`config.mk`:
```
export PLATFORM = sky130hd
export DESIGN_NAME = fastq_record_framer_core
export DESIGN_NICKNAME = d
export VERILOG_FILES = /design/src/sv/fqrf_pkg.sv /design/src/sv/fastq_record_framer_core.sv /design/src/sv/fqrf_parser.sv /design/src/sv/fqrf_rsp_reg.sv
export VERILOG_INCLUDE_DIRS = /design/src /design/src/sv
export SDC_FILE = /design/constraint.sdc
export NUM_CORES = 1
export LEC_CHECK = 0
export ABC_AREA = 1
export BUFFER_PORTS_ARGS = -buffer_cell sky130_fd_sc_hd__buf_2
export CORE_AREA = 2 2 118 120
export CTS_CLUSTER_SIZE = 28
export DETAILED_ROUTE_END_ITERATION = 8
export DIE_AREA = 0 0 120 122
export HOLD_SLACK_MARGIN = 0.05
export PLACE_DENSITY_LB_ADDON = 0.15
export SLEW_MARGIN = 20
export SYNTH_ARGS = -nofsm -noshare
export SYNTH_HDL_FRONTEND = slang
export SYNTH_SLANG_ARGS = --single-unit
```
`constraint.sdc`:
```
create_clock -name clock -period 3.45 [get_ports clock]
set_input_delay 0.5175 -clock clock [delete_from_list [all_inputs] [get_ports clock]]
set_output_delay 0.5175 -clock clock [all_outputs]
set_load 0.02 [all_outputs]
```
`src/sv/fastq_record_framer_core_macros.svh`:
```
// Assertion macros used by the FASTQ record framer parser.
`ifndef FASTQ_RECORD_FRAMER_CORE_MACROS_SVH
`define FASTQ_RECORD_FRAMER_CORE_MACROS_SVH
`ifndef NO_ASSERTIONS
// Same-cycle implication, disabled during reset.
`define FQRF_ASSERT_IMP(label, clk, rst, ante, cons) \
   label: assert property (@(posedge clk) disable iff (rst) (ante) |-> (cons)) \
      else $error("fqrf assertion failed");
// Next-cycle implication, disabled during reset.
`define FQRF_ASSERT_NXT(label, clk, rst, ante, cons) \
   label: assert property (@(posedge clk) disable iff (rst) (ante) |=> (cons)) \
      else $error("fqrf assertion failed");
`else
`define FQRF_ASSERT_IMP(label, clk, rst, ante, cons)
`define FQRF_ASSERT_NXT(label, clk, rst, ante, cons)
`endif
`endif

```
`src/sv/fqrf_pkg.sv`:
```
// Shared constants and types for the FASTQ record framer.
package fqrf_pkg;

   localparam logic [7:0] CH_AT   = 8'h40;
   localparam logic [7:0] CH_PLUS = 8'h2B;
   localparam logic [7:0] CH_NL   = 8'h0A;

   localparam logic [1:0] ERR_NONE     = 2'd0;
   localparam logic [1:0] ERR_NO_AT    = 2'd1;
   localparam logic [1:0] ERR_NO_NL    = 2'd2;
   localparam logic [1:0] ERR_READ_LEN = 2'd3;

   // Per-transaction status passed from the parser to the result register.
   typedef struct packed {
      logic       done;
      logic [1:0] error_code;
   } fqrf_status_type;

endpackage

```
`src/sv/fastq_record_framer_core.sv`:
```
// Top level of the FASTQ record framer: input register, parser, result register.
// FASTQ record framer. Takes a FASTQ text stream one byte per transaction on
// the req_ channel and returns exactly one result transaction per byte on the
// rsp_ channel. rsp_record_done is high on the byte that closes a record (the
// last quality byte, or the plus-line newline when the read is empty), and
// then rsp_record_length (bytes from '@' through that byte, newlines counted,
// saturating) and rsp_read_length (sequence bytes, newlines excluded) are
// valid; otherwise both are zero. rsp_error_code carries the sticky error on
// every transaction: 0 none, 1 byte other than '@' or newline between records,
// 2 no newline after a record, 3 read longer than the read counter allows.
// Once set, the error holds and all later bytes are ignored until reset.
// Throughput is one byte per clock while rsp_ready stays high: a byte is
// registered in the input register on acceptance and then decoded by the
// parser; the parser state and the output register (rsp_valid included)
// update together when the byte advances, which waits on a held result.
// The output register lets a new byte be taken while a finished result is
// still waiting; req_ready drops only when both the input and result
// registers are full and rsp_ready is low.
module fastq_record_framer_core import fqrf_pkg::*; #(
   parameter int READ_LEN_BITS   = 16,
   parameter int RECORD_LEN_BITS = 20
) (
   input  logic                       clock,
   input  logic                       reset,
   input  logic                       req_valid,
   output logic                       req_ready,
   input  logic [7:0]                 req_text_byte,
   output logic                       rsp_valid,
   input  logic                       rsp_ready,
   output logic                       rsp_record_done,
   output logic [RECORD_LEN_BITS-1:0] rsp_record_length,
   output logic [READ_LEN_BITS-1:0]   rsp_read_length,
   output logic [1:0]                 rsp_error_code
);

   // input register
   logic       in_valid_ff, in_valid_in;
   logic [7:0] in_byte_ff;

   logic advance;   // byte moves from input register into parser and result
   logic req_fire;

   fqrf_status_type            par_status, rsp_status;
   logic [RECORD_LEN_BITS-1:0] par_record_length;
   logic [READ_LEN_BITS-1:0]   par_read_length;

   assign advance     = in_valid_ff & (~rsp_valid | rsp_ready);
   assign req_ready   = ~in_valid_ff | advance;
   assign req_fire    = req_valid & req_ready;
   assign in_valid_in = req_fire | (in_valid_ff & ~advance);

   always_ff @(posedge clock) begin
      if (reset) begin
         in_valid_ff <= 1'b0;
      end else begin
         in_valid_ff <= in_valid_in;
      end
   end

   always_ff @(posedge clock) begin
      if (req_fire) begin
         in_byte_ff <= req_text_byte;
      end
   end

   fqrf_parser #(
      .READ_LEN_BITS  (READ_LEN_BITS),
      .RECORD_LEN_BITS(RECORD_LEN_BITS)
   ) u_parser (
      .clock          (clock),
      .reset          (reset),
      .step_i         (advance),
      .text_byte_i    (in_byte_ff),
      .status_o       (par_status),
      .record_length_o(par_record_length),
      .read_length_o  (par_read_length)
   );

   fqrf_rsp_reg #(
      .READ_LEN_BITS  (READ_LEN_BITS),
      .RECORD_LEN_BITS(RECORD_LEN_BITS)
   ) u_rsp_reg (
      .clock          (clock),
      .reset          (reset),
      .load_i         (advance),
      .take_i         (rsp_ready),
      .status_i       (par_status),
      .record_length_i(par_record_length),
      .read_length_i  (par_read_length),
      .valid_o        (rsp_valid),
      .status_o       (rsp_status),
      .record_length_o(rsp_record_length),
      .read_length_o  (rsp_read_length)
   );

   assign rsp_record_done = rsp_status.done;
   assign rsp_error_code  = rsp_status.error_code;

endmodule

```
`src/sv/fqrf_parser.sv`:
```
// Record parsing state machine and length counters.
`include "fastq_record_framer_core_macros.svh"
module fqrf_parser import fqrf_pkg::*; #(
   parameter int READ_LEN_BITS   = 16,
   parameter int RECORD_LEN_BITS = 20
) (
   input  logic                       clock,
   input  logic                       reset,
   input  logic                       step_i,
   input  logic [7:0]                 text_byte_i,
   output fqrf_status_type            status_o,
   output logic [RECORD_LEN_BITS-1:0] record_length_o,
   output logic [READ_LEN_BITS-1:0]   read_length_o
);

   typedef enum logic [2:0] {
      PH_BETWEEN, PH_HEADER, PH_SEQ, PH_PLUS, PH_QUAL, PH_AFTER, PH_ERROR
   } phase_type;

   localparam logic [READ_LEN_BITS-1:0]   READ_MAX   = '1;
   localparam logic [RECORD_LEN_BITS-1:0] RECORD_MAX = '1;

   phase_type                  phase_ff, phase_in;
   logic [READ_LEN_BITS-1:0]   symbol_count_ff, symbol_count_in;
   logic [READ_LEN_BITS-1:0]   quality_left_ff, quality_left_in;
   logic [RECORD_LEN_BITS-1:0] byte_count_ff, byte_count_in;
   logic [1:0]                 sticky_error_ff, sticky_error_in;

   logic [RECORD_LEN_BITS-1:0] byte_count_inc;
   logic [READ_LEN_BITS-1:0]   quality_left_dec;
   logic                       done;
   logic                       is_nl;

   assign is_nl = (text_byte_i == CH_NL);
   // saturating record length
   assign byte_count_inc = (byte_count_ff == RECORD_MAX) ? byte_count_ff
                                                         : byte_count_ff + 1'b1;
   assign quality_left_dec = (quality_left_ff != '0) ? quality_left_ff - 1'b1
                                                      : quality_left_ff;

   always_comb begin
      phase_in        = phase_ff;
      symbol_count_in = symbol_count_ff;
      quality_left_in = quality_left_ff;
      byte_count_in   = byte_count_ff;
      sticky_error_in = sticky_error_ff;
      done            = 1'b0;
      case (phase_ff)
         PH_BETWEEN: begin
            if (text_byte_i == CH_AT) begin
               byte_count_in   = RECORD_LEN_BITS'(1);
               symbol_count_in = '0;
               quality_left_in = '0;
               phase_in        = PH_HEADER;
            end else if (!is_nl) begin
               sticky_error_in = ERR_NO_AT;
               phase_in        = PH_ERROR;
            end
         end
         PH_HEADER: begin
            byte_count_in = byte_count_inc;
            if (is_nl) phase_in = PH_SEQ;
         end
         PH_SEQ: begin
            if (text_byte_i == CH_PLUS) begin
               byte_count_in = byte_count_inc;
               phase_in      = PH_PLUS;
            end else if (is_nl) begin
               byte_count_in = byte_count_inc;
            end else if (symbol_count_ff == READ_MAX) begin
               sticky_error_in = ERR_READ_LEN;
               phase_in        = PH_ERROR;
            end else begin
               byte_count_in   = byte_count_inc;
               symbol_count_in = symbol_count_ff + 1'b1;
            end
         end
         PH_PLUS: begin
            byte_count_in = byte_count_inc;
            if (is_nl) begin
               if (symbol_count_ff == '0) begin
                  done     = 1'b1;
                  phase_in = PH_AFTER;
               end else begin
                  quality_left_in = symbol_count_ff;
                  phase_in        = PH_QUAL;
               end
            end
         end
         PH_QUAL: begin
            byte_count_in = byte_count_inc;
            if (!is_nl) begin
               quality_left_in = quality_left_dec;
               if (quality_left_dec == '0) begin
                  done     = 1'b1;
                  phase_in = PH_AFTER;
               end
            end
         end
         PH_AFTER: begin
            if (is_nl) begin
               phase_in = PH_BETWEEN;
            end else begin
               sticky_error_in = ERR_NO_NL;
               phase_in        = PH_ERROR;
            end
         end
         default: phase_in = PH_ERROR;
      endcase
   end

   assign status_o.done       = done;
   assign status_o.error_code = sticky_error_in;
   assign record_length_o     = done ? byte_count_in : '0;
   assign read_length_o       = done ? symbol_count_ff : '0;

   always_ff @(posedge clock) begin
      if (reset) begin
         phase_ff        <= PH_BETWEEN;
         symbol_count_ff <= '0;
         quality_left_ff <= '0;
         byte_count_ff   <= '0;
         sticky_error_ff <= ERR_NONE;
      end else if (step_i) begin
         phase_ff        <= phase_in;
         symbol_count_ff <= symbol_count_in;
         quality_left_ff <= quality_left_in;
         byte_count_ff   <= byte_count_in;
         sticky_error_ff <= sticky_error_in;
      end
   end

   `FQRF_ASSERT_NXT(a_error_sticky, clock, reset, sticky_error_ff != ERR_NONE, sticky_error_ff == $past(sticky_error_ff))
   `FQRF_ASSERT_IMP(a_done_clean, clock, reset, step_i && done, sticky_error_in == ERR_NONE && byte_count_in != '0)
   `FQRF_ASSERT_IMP(a_qual_idle, clock, reset, phase_ff != PH_QUAL, quality_left_ff == '0)

endmodule

```
`src/sv/fqrf_rsp_reg.sv`:
```
// Result register that holds one transaction until the consumer takes it.
module fqrf_rsp_reg import fqrf_pkg::*; #(
   parameter int READ_LEN_BITS   = 16,
   parameter int RECORD_LEN_BITS = 20
) (
   input  logic                       clock,
   input  logic                       reset,
   input  logic                       load_i,
   input  logic                       take_i,
   input  fqrf_status_type            status_i,
   input  logic [RECORD_LEN_BITS-1:0] record_length_i,
   input  logic [READ_LEN_BITS-1:0]   read_length_i,
   output logic                       valid_o,
   output fqrf_status_type            status_o,
   output logic [RECORD_LEN_BITS-1:0] record_length_o,
   output logic [READ_LEN_BITS-1:0]   read_length_o
);

   logic                       valid_ff, valid_in;
   fqrf_status_type            status_ff;
   logic [RECORD_LEN_BITS-1:0] record_length_ff;
   logic [READ_LEN_BITS-1:0]   read_length_ff;

   assign valid_in = load_i | (valid_ff & ~take_i);

   always_ff @(posedge clock) begin
      if (reset) begin
         valid_ff <= 1'b0;
      end else begin
         valid_ff <= valid_in;
      end
   end

   always_ff @(posedge clock) begin
      if (load_i) begin
         status_ff        <= status_i;
         record_length_ff <= record_length_i;
         read_length_ff   <= read_length_i;
      end
   end

   assign valid_o         = valid_ff;
   assign status_o        = status_ff;
   assign record_length_o = record_length_ff;
   assign read_length_o   = read_length_ff;

endmodule

```
# Yosys cells after proc, flatten, opt, wreduce, memory -nomap -nowiden
# Index checks and enable logic that the tools add are counted.
[totals] out_inout_bits=41 elab_cells=99 register_bits=106
[op_classes] add_sub_neg=3 n_eq_ne=22 reduce_logical=10 mux=40 bitwise=12
[op_table] operator="2-to-1 mux 16 bit" n=8
[op_table] operator="2-to-1 mux 20 bit" n=5
[op_table] operator="one-hot mux 20 bit (3 select lines)" n=1
[op_table] operator="one-hot mux 16 bit (3 select lines)" n=1
[op_table] operator="zero test 16 bit" n=2
[op_table] operator="one-hot mux 16 bit (2 select lines)" n=1
[op_table] operator="2-to-1 mux 3 bit" n=10
[op_table] operator="adder 20 x 1 -> 20 bit, second input constant" n=1
[op_table] operator="== test 20 bit, second input constant" n=1
[op_table] operator="one-hot mux 3 bit (6 select lines)" n=1
[op_table] operator="adder 16 x 1 -> 16 bit, second input constant" n=1
[op_table] operator="== test 16 bit, second input constant" n=1
[op_table] operator="nonzero test 16 bit" n=1
[op_table] operator="subtractor 16 x 1 -> 16 bit, second input constant" n=1
[op_table] operator="2-to-1 mux 2 bit" n=6
[op_table] operator="AND reduction 6 bit" n=2
[op_table] operator="!= test 2 bit, second input constant" n=5
[op_table] operator="== test 8 x 4 -> 1 bit, second input constant" n=1
[op_table] operator="== test 8 x 6 -> 1 bit, second input constant" n=1
[op_table] operator="== test 8 x 7 -> 1 bit, second input constant" n=1
[op_table] operator="!= test 2 x 1 -> 1 bit, second input constant" n=4
[op_table] operator="AND reduction 8 bit" n=1
[op_table] operator="== test 3 x 2 -> 1 bit, second input constant" n=2
[op_table] operator="== test 3 bit, second input constant" n=2
[op_table] operator="other kinds (13)" n=27

# Depth between registers and ports, before layout
# Gate-level depths: netlist of the first run.
[logic_depth] word_depth=6 mapped_depth=15 depth_no_buf=15

# Cells and area by module
# A second synthesis of the first run with hierarchy kept.
[unflattened] cells_unflattened=939 hier_area_um2=6581.3
[by_module_without_submodules] mod="fqrf_parser" cells_each=879 instances=1 area_per_inst_um2=5068.6 seq_area_each_um2=1141.1
[by_module_without_submodules] mod="fqrf_rsp_reg" cells_each=44 instances=1 area_per_inst_um2=1211.2 seq_area_each_um2=1191.1
[by_module_without_submodules] mod="fastq_record_framer_core" cells_each=16 instances=1 area_per_inst_um2=301.5 seq_area_each_um2=260.2

# Least setup slack after synthesis of the first run
# No wires, ideal clock.
[synth_timing] path_kind="register to register" start="reg u_parser.byte_count_ff[1]" end="reg u_rsp_reg.record_length_ff[0] (netlist: u_rsp_reg.record_length_o[0]), data pin" required_ps=3177 stages_incl_launch_ff=14 synth_period_minus_slack_ps=1997 path_slack_ps=1453 setup_time_ps=273 arrival_ps=1724 cell_sequence="dfxtp_1 ha_1 nand2_1 nor2_4 inv_1 nor2_2 nand4_2 or2_1 nand2_1 nand2_1 nand2_1 nand3_1 nor2_1 a21oi_1"
[synth_between] elab_chain_len=6
[synth_lines] item="start, declared" line="fqrf_parser.sv:26" rtl="logic [RECORD_LEN_BITS-1:0] byte_count_ff, byte_count_in;"
[synth_lines] item="start signal, assigned" line="fqrf_parser.sv:128" rtl="byte_count_ff <= byte_count_in;"
[synth_lines] item="== test 20 bit *" line="fqrf_parser.sv:36" rtl="assign byte_count_inc = (byte_count_ff == RECORD_MAX) ? byte_count_ff"
[synth_lines] item="2-to-1 mux 20 bit *" line="fqrf_parser.sv:36"
[synth_lines] item="2-to-1 mux 20 bit" line="fqrf_parser.sv:70" rtl="end else if (symbol_count_ff == READ_MAX) begin"
[synth_lines] item="2-to-1 mux 20 bit" line="fqrf_parser.sv:68" rtl="end else if (is_nl) begin"
[synth_lines] item="2-to-1 mux 20 bit" line="fqrf_parser.sv:65" rtl="if (text_byte_i == CH_PLUS) begin"
[synth_lines] item="one-hot mux 20 bit (3 select lines) *" line="fqrf_parser.sv:48" rtl="case (phase_ff)"
[synth_lines] item="end signal, assigned" line="fqrf_rsp_reg.sv:37" rtl="record_length_ff <= record_length_i;"
[synth_lines] item="end, declared" line="fqrf_rsp_reg.sv:21" rtl="logic [RECORD_LEN_BITS-1:0] record_length_ff;"
# Every way passes the cells marked *; elsewhere a longest branch is shown, timed or not.
# A chain may end at the register's enable or synchronous reset.

# Worst setup path after layout of the first run
[layout_timing] start="reg u_parser.quality_left_ff[0]" end="reg u_rsp_reg.read_length_ff[6] (netlist: u_rsp_reg.read_length_o[6]), data pin"
[layout_between] elab_chain_len=6 elab_cells_between_ends=7 cone_classes="add/sub (1); mux (4); reduce/logical (2)"
[layout_lines] item="start, declared" line="fqrf_parser.sv:25" rtl="logic [READ_LEN_BITS-1:0] quality_left_ff, quality_left_in;"
[layout_lines] item="start signal, assigned" line="fqrf_parser.sv:127" rtl="quality_left_ff <= quality_left_in;"
[layout_lines] item="subtractor 16 x 1 -> 16 bit / nonzero test 16 bit (equally long branches)" line="fqrf_parser.sv:38" rtl="assign quality_left_dec = (quality_left_ff != '0) ? quality_left_ff - 1'b1"
[layout_lines] item="2-to-1 mux 16 bit *" line="fqrf_parser.sv:38"
[layout_lines] item="zero test 16 bit *" line="fqrf_parser.sv:94" rtl="if (quality_left_dec == '0) begin"
[layout_lines] item="2-to-1 mux 1 bit *" line="fqrf_parser.sv:94"
[layout_lines] item="2-to-1 mux 1 bit *" line="fqrf_parser.sv:92" rtl="if (!is_nl) begin"
[layout_lines] item="one-hot mux 1 bit (2 select lines) *" line="fqrf_parser.sv:48"
[layout_lines] item="end signal, assigned" line="fqrf_rsp_reg.sv:38" rtl="read_length_ff <= read_length_i;"
[layout_lines] item="end, declared" line="fqrf_rsp_reg.sv:22" rtl="logic [READ_LEN_BITS-1:0] read_length_ff;"
# Marked as above.

==> results by group, run 1 <==
Place
  – GPL Wtd Cong: 0.9442
  – Post-DP HPWL: roughly 12000 µm
  – Post-DP Area: 6977 µm²
  – Buffers on Ports: 52

Yosys
  – YS warnings: 0
  – Cell taking the most area after synthesis: edfxtp_1
  – Library cells used by synthesis: 40
  – Top cells by area, synth: edfxtp_1 21%, dfxtp_1 18%, nand2_1 12%
  – Syn nets: 958
  – Seq cells post-synth: 106
  – Post-Syn Area per Cell: 6.986 µm²
  – Top FF cell, synth: dfxtp_1
  – Syn Inst Count: 941
  – Area of the mapped netlist: 6574 µm²
  – Adder-Cell Fraction of Synth Area: less than 1%
  – XOR/XNOR Fraction of Synth Area: 1.599%
  – Largest family of logic cells by synthesized area: simple AND/OR/NAND/NOR gates
  – Post-synth EDFFs: 47
  – Post-synthesis mux area share: 0%
  – Register area share after synthesis: roughly 39%
  – Synth top area share: 21.47%
  – Compound-cell area share of the yosys netlist: 13.32%
  – Synth Area in Simple Gates: 35.53%
  – FFs w/ async S/R, synth: 0%

CTS
  – Cts bufs inserted: 9
  – # resized after CTS: 0
  – Clk pin slew, worst setup/hold paths: 0.08 ns
  – Post-CTS Setup Bufs: 0
  – CTS sink cnt: 106
  – Root buf cell: clkbuf_16
  – Clk_lat worst skew: 0.36 ns
  – H-tree levels: 3
  – Clk buf depth: 2
  – Hold_buf cts: 0
  – TritonCTS clock tree: built

Cells and area
  – Nets@finish: 1001
  – Diode count: 0
  – P&R area growth vs syn: 10.60%
  – Non-Filler Cell Area, Final: 7271 µm²
  – Fraction of layout cells with a size suffix above 1: 13.95%
  – Commonest non-fill, non-tap cell in the layout: nand2_1
  – Commonest non-fill, non-tap cells in the layout: 206 x nand2_1, 145 x nor2_1, 109 x inv_1, 64 x nand3_1

Timing
  – Period utilisation layout: 84.51%
  – Final Max Tran Viols: 0
  – Worst slew margin: around 52%
  – Min Tclk post-route: 2.915 ns
  – Final setup vio count: 0
  – Unrepaired setup endpoints after global routing: no
  – Final hold violations: 0
  – Worst-margin pin slew: 0.7263 ns
  – FMAX: 343.0 MHz
  – Setup TNS Final: 0 ns
  – Clock skew: 0.009995 ns

Critical path
  – Crit-path slowest cell: nand4_2
  – Critical path type: flip-flop to flip-flop
  – Critical path required time: 3.67 ns
  – Critical path endpoint category: flip-flop
  – Critical Path Source Type: flip-flop
  – CP Data Arrival Time: 3.13 ns
  – Max FO, Critical Path: 22
  – Critical path cell sequence: inv_1 -> ha_1 -> nand2_2 -> nor2_4 -> nand2_2 -> nand2_1 -> nand3_1 -> nor2_1 -> nand3_1 -> nor2_1 -> nand4_2 -> buf_4 -> a21oi_2
  – Crit path largest cell delay: 0.45 ns

Outcome
  – Outcome: finished, final reports clean

Drt
  – Routed len/inst: around 15 µm
  – 1st-iter DRT viols: 638
  – Via density: 5.265
  – # DRC: 0
  – Final WL: 17060 µm
  – Drt first pass iters: 5
  – Vias post-DR: 6155
  – Post-detailed-route count of antenna-violating nets: 0

Global routing
  – Vias in the first global route: 5378
  – Global-route total usage across every layer: a little under a quarter
  – Pin count of the biggest net entering global routing: 65
  – Overflow left after global routing: 0
  – Initial antenna violation count: 0
  – First-pass GRT wire length: ~28000 µm

Pwr
  – PwrDens: 467.2 nW/µm²
  – Peak VDD IR: 250.6 µV
  – Power Total: around 3400 µW
  – Static Leak: 0.003157 µW

Job
  – MaxCap Viol Count: 0

Die
  – Die Y: 122 µm
  – Cell Rows: between 40 and 50
  – I/O pin cnt: 53
  – Die Area: 14640 µm²
  – Core Footprint: 13500 µm²
  – Initial core utilization: just under 50%
  – Die Wd: around 120 µm

Min path
  – Hold/Removal Path Class: primary input to flip-flop
## power by group
part	internal [µW]	switching, µW
registers	1380	61.2
clock network	529	511
logic	284	637
total	2190	1210
## final timing paths
kind	slack [ns]	start	end	depth (start not counted)
worst max-delay path	0.53	u_parser.quality_left_ff[0]	u_rsp_reg.read_length_o[6]	13
worst max register to register	0.53	u_parser.quality_left_ff[0]	u_rsp_reg.read_length_o[6]	13
worst min-delay path	0.33	req_text_byte[5]	in_byte_ff[5]	1
worst min register to register	0.48	in_valid_ff	u_rsp_reg.valid_o	2
## layer usage
metal	global-route usage [%]	vias to the layer above	share of wire, %
li1	-	3173	-
met1	35.15	2768	48
met5	0	-	0
met4	6.985	0	1.5
met2	36.01	188	44
met3	3.792	26	6.2
## layout make-up
type                       count  area (µm²)
clock buffer                  10       239.0
clock inverter                 6       55.05
fill                        1343        6233
inverter                     115       431.7
multi-input combinational    690        3379
sequential                   106        2592
tap                          180       225.2
timing repair buffer          62       347.8
## synthesized netlist by cell type, types with 2 or more instances
| master | count |
|---|---|
| a21oi_2 | 18 |
| ha_1 | 5 |
| buf_2 | 10 |
| nor3_2 | 2 |
| buf_4 | 2 |
| clkbuf_1 | 12 |
| o22ai_1 | 2 |
| o21ai_1 | 7 |
| a31oi_1 | 2 |
| nand2_2 | 8 |
| o21ai_0 | 53 |
| nand3_1 | 64 |
| nand4_2 | 3 |
| o21ai_2 | 2 |
| nand2_1 | 206 |
| nor2_4 | 6 |
| inv_1 | 109 |
| nor2_1 | 145 |
| nand3b_1 | 5 |
| buf_6 | 5 |
| nand4_1 | 20 |
| a211oi_1 | 2 |
| nor4_1 | 7 |
| nor3_4 | 2 |
| edfxtp_1 | 47 |
| dfxtp_1 | 59 |
| a21oi_1 | 59 |
| nor3b_1 | 2 |
| inv_2 | 6 |
| nor3_1 | 35 |
| xor2_1 | 11 |
| o211ai_1 | 3 |
| nor2_2 | 13 |
| a21boi_1 | 3 |
## sequential cells by signal, indices dropped and copies added (netlist names)
register,count
u_rsp_reg.valid_o,1
u_rsp_reg.status_o,3
in_valid_ff,1
u_parser.byte_count_ff,20
u_parser.phase_ff,3
u_rsp_reg.record_length_o,20
u_rsp_reg.read_length_o,16
in_byte_ff,8
u_parser.quality_left_ff,16
u_parser.sticky_error_ff,2
u_parser.symbol_count_ff,16
## stage by stage
stage	hold slack, ns	cells	worst slack (ns)	utilization [%]
3_5_place_dp	0.4605	1153	0.5762	51.66
3_3_place_gp	0.4677	1153	0.6587	51.66
4_1_cts	0.3259	1169	0.5286	53.84
2_1_floorplan	0.4434	941	1.453	-
5_1_grt	0.3285	1169	0.2399	53.84
6_report	0.3325	1169	0.5345	53.84
## worst max-delay path, delay by kind of cell, from the launching register on
| family | cells | cell delay, ns |
|---|---|---|
| buffers and inverters | 2 | 0.58 |
| flip-flops | 1 | 0.33 |
| adder cells (fa/ha/maj) | 1 | 0.23 |
| AND/OR/NAND/NOR | 9 | 1.50 |
| AO/OA/AOI/OAI | 1 | 0.13 |
## cells by family (layout without fill, tap and decap cells)
kind of cell | Yosys count | in the layout
buffers and inverters | 145 | 193
DFF | 106 | 106
xor gates and xnor gates | 12 | 12
adders and majority gates | 5 | 5
AOI/OAI and AO/OA | 153 | 153
and+or+nand+nor | 520 | 520
(Power assumes the default switching activity.)
==> run 2, diff against run 1 <==
Clock period 3.45 ns to 2.65 ns, I/O delays scaled along.
==> run 2 against run 1 <==
Compared with the run above: sequential share of layout area decreased by 0.61 points; fmax increased by 21%; first-iteration DRC count decreased by 22%; critical path depth increased by 1; worst hold slack got worse by 0.12 ns; cell area increased by 1.7%; clock power increased by 45%; clock-buffer cell count decreased by 1; power increased by 35%; clock skew decreased by 0.0014 ns; combinational power increased by 31%; routed wire length increased by 3.2%; highest routed layer unchanged.
==> results by group, run 2 (synthesis gave the netlist of run 1 again) <==
Timing
  – Unrepaired setup endpoints after global routing: no (unchanged)
  – Final setup vio count: 0 (unchanged)
  – Worst slew margin: 51.81% (was 51.58%)
  – Setup TNS Final: 0 ns (unchanged)
  – Final Max Tran Viols: 0 (unchanged)
  – Period utilisation layout: 90.65% (was 84.51%)
  – Final hold violations: 0 (unchanged)
  – Clock skew: 0.008596 ns (was 0.009995 ns)
  – Worst-margin pin slew: 0.7163 ns (was 0.7263 ns)
  – FMAX: 416.3 MHz (was 343.0 MHz)
  – Hold slack: 0.2155 ns (was 0.3325 ns)
  – Min Tclk post-route: 2.402 ns (was 2.915 ns)

Drt
  – Routed len/inst: 14.91 µm (was 14.60 µm)
  – Top Layer Used: met4 (unchanged)
  – # DRC: 0 (unchanged)
  – 1st-iter DRT viols: 497 (was 638)
  – Post-detailed-route count of antenna-violating nets: 0 (unchanged)
  – Vias post-DR: 6308 (was 6155)
  – Met2 Wirelength: 7891 µm (was 7539 µm)
  – Drt first pass iters: 5 (unchanged)
  – Total length of routed met3 wires: 1190 µm (was 1060 µm)
  – Met1 WL: 8082 µm (was 8209 µm)
  – Via density: 5.341 (was 5.265)
  – Final WL: 17610 µm (was 17060 µm)

Cells and area
  – Diode count: 0 (unchanged)
  – P&R area growth vs syn: 12.52% (was 10.60%)
  – Nets@finish: 1013 (was 1001)
  – Commonest non-fill, non-tap cells in the layout: 206 x nand2_1, 145 x nor2_1, 109 x inv_1, 63 x nand3_1 (was 206 x nand2_1, 145 x nor2_1, 109 x inv_1, 64 x nand3_1)
  – Commonest non-fill, non-tap cell in the layout: nand2_1 (unchanged)
  – Fraction of layout cells with a size suffix above 1: 15.08% (was 13.95%)
  – FILL cells: 1348 (was 1343)
  – Final core occ: 54.78% (was 53.84%)
  – Non-Filler Cell Area, Final: 7397 µm² (was 7271 µm²)

Global routing
  – Vias in the first global route: 5671 (was 5378)
  – Overflow left after global routing: 0 (unchanged)
  – Initial antenna violation count: 0 (unchanged)
  – Pin count of the biggest net entering global routing: 45 (was 65)
  – Global-route total usage across every layer: 25.04% (was 23.84%)
  – First-pass GRT wire length: 28840 µm (was 27620 µm)

CTS
  – Clk_lat worst skew: 0.36 ns (about the same)
  – Root buf cell: clkbuf_16 (unchanged)
  – TritonCTS clock tree: built (unchanged)
  – Clk buf depth: 2 (unchanged)
  – Cts bufs inserted: 9 (unchanged)
  – Clk pin slew, worst setup/hold paths: 0.08 ns (about the same)
  – Post-CTS Setup Bufs: 0 (unchanged)
  – Hold_buf cts: 0 (unchanged)
  – H-tree levels: 3 (unchanged)
  – # resized after CTS: 0 (unchanged)
  – CTS sink cnt: 106 (unchanged)

Critical path
  – Critical path required time: 2.86 ns (was 3.67 ns)
  – Critical Path Source Type: flip-flop (unchanged)
  – Critical path type: flip-flop to flip-flop (unchanged)
  – Max FO, Critical Path: 22 (unchanged)
  – Worst setup path start: u_parser.quality_left_ff[0] (unchanged)
  – Reg-to-reg endpoint: u_rsp_reg.record_length_o[18] (was u_rsp_reg.read_length_o[6])
  – Reg-to-reg startpoint: u_parser.quality_left_ff[0] (unchanged)
  – CP endpoint: u_rsp_reg.record_length_o[18] (was u_rsp_reg.read_length_o[6])
  – CP Data Arrival Time: 2.61 ns (was 3.13 ns)
  – R2R Setup Slk: 0.25 ns (was 0.53 ns)
  – Critical path endpoint category: flip-flop (unchanged)
  – Reg2reg path depth: 14 (was 13)

Die
  – Die Area: 14640 µm² (unchanged)
  – Core Footprint: 13500 µm² (unchanged)
  – Die Y: 122 µm (unchanged)
  – I/O pin cnt: 53 (unchanged)
  – Initial core utilization: 48.68% (unchanged)
  – Die Wd: 120 µm (unchanged)
  – Cell Rows: 43 (unchanged)

Pwr
  – Switching power total: 1574 µW (was 1209 µW)
  – Static Leak: 0.003222 µW (was 0.003157 µW)
  – Sw frac: 34.32% (was 35.60%)
  – P_int: 3012 µW (was 2188 µW)
  – Power Total: 4586 µW (was 3397 µW)
  – Clock Power Share: 32.9% (was 30.6%)
  – Peak VDD IR: 344.0 µV (was 250.6 µV)
  – PwrDens: 620.0 nW/µm² (was 467.2 nW/µm²)
  – Seq pwr share: 40.7% (was 42.3%)
  – Combinational share of power: 26.4% (was 27.1%)

Place
  – Buffers on Ports: 52 (unchanged)
  – GPL Wtd Cong: 0.9513 (was 0.9442)
  – Post-DP HPWL: 12860 µm (was 12380 µm)
  – Post-DP Area: 7067 µm² (was 6977 µm²)

Job
  – MaxCap Viol Count: 0 (unchanged)

Outcome
  – Outcome: finished, final reports clean (unchanged)

Min path
  – Hold/Removal Path Class: primary input to flip-flop (unchanged)
[run 2: how the worst min path moves through the flow]
stage,startpoint,endpoint,slack (ns),depth (start not counted)
finish,req_text_byte[3],in_byte_ff[3],0.22,1
global route,req_text_byte[6],in_byte_ff[6],0.20,1
CTS,req_text_byte[0],in_byte_ff[0],0.20,1
detailed placement,in_valid_ff,u_rsp_reg.valid_o,0.47,2
global placement,in_valid_ff,u_rsp_reg.valid_o,0.47,2
floorplan,in_valid_ff,u_rsp_reg.valid_o,0.44,2
[run 2: layout make-up]
type	count	area, µm²	area share, %
inverter	115	431.7	5.836
clock buffer	9	225.2	3.045
tap	180	225.2	3.045
sequential	106	2592	35.05
multi-input combinational	690	3385	45.75
timing repair buffer	74	437.9	5.920
clock inverter	7	100.1	1.353
[run 2: routing by layer]
layer / track usage (%) / vias to the layer above
li1: - / 3211
met1: 35.37 / 2841
met2: 38.53 / 221
met3: 4.401 / 35
met4: 8.971 / 0
met5: 0 / -
[run 2: power by group through the flow]
| stage | logic [µW] | registers (µW) | clock network (µW) |
|---|---|---|---|
| floorplan | 925 | 1920 | 0 |
| global placement | 1200 | 1900 | 0 |
| detailed placement | 1200 | 1900 | 0 |
| CTS | 1200 | 1870 | 1530 |
| global route | 1360 | 1880 | 1590 |
| finish | 1210 | 1870 | 1510 |
[run 2: stage by stage]
step	cells	setup WS, ns
5_1_grt	1181	0.01806
3_5_place_dp	1165	0.2088
2_1_floorplan	941	0.6534
3_3_place_gp	1165	0.2568
4_1_cts	1181	0.1799
6_report	1181	0.2478
[run 2: critical path, stage by stage, from the launching register on]
cell	delay, ns
dfxtp_1	0.33
inv_1	0.19
ha_1	0.23
nand2_2	0.08
nor2_4	0.13
nand2_2	0.24
nand2_1	0.17
nand2_1	0.07
inv_1	0.08
nand3_1	0.06
nor2_1	0.13
nand3_1	0.12
nor2_1	0.13
nand2_2	0.15
a21oi_1	0.16
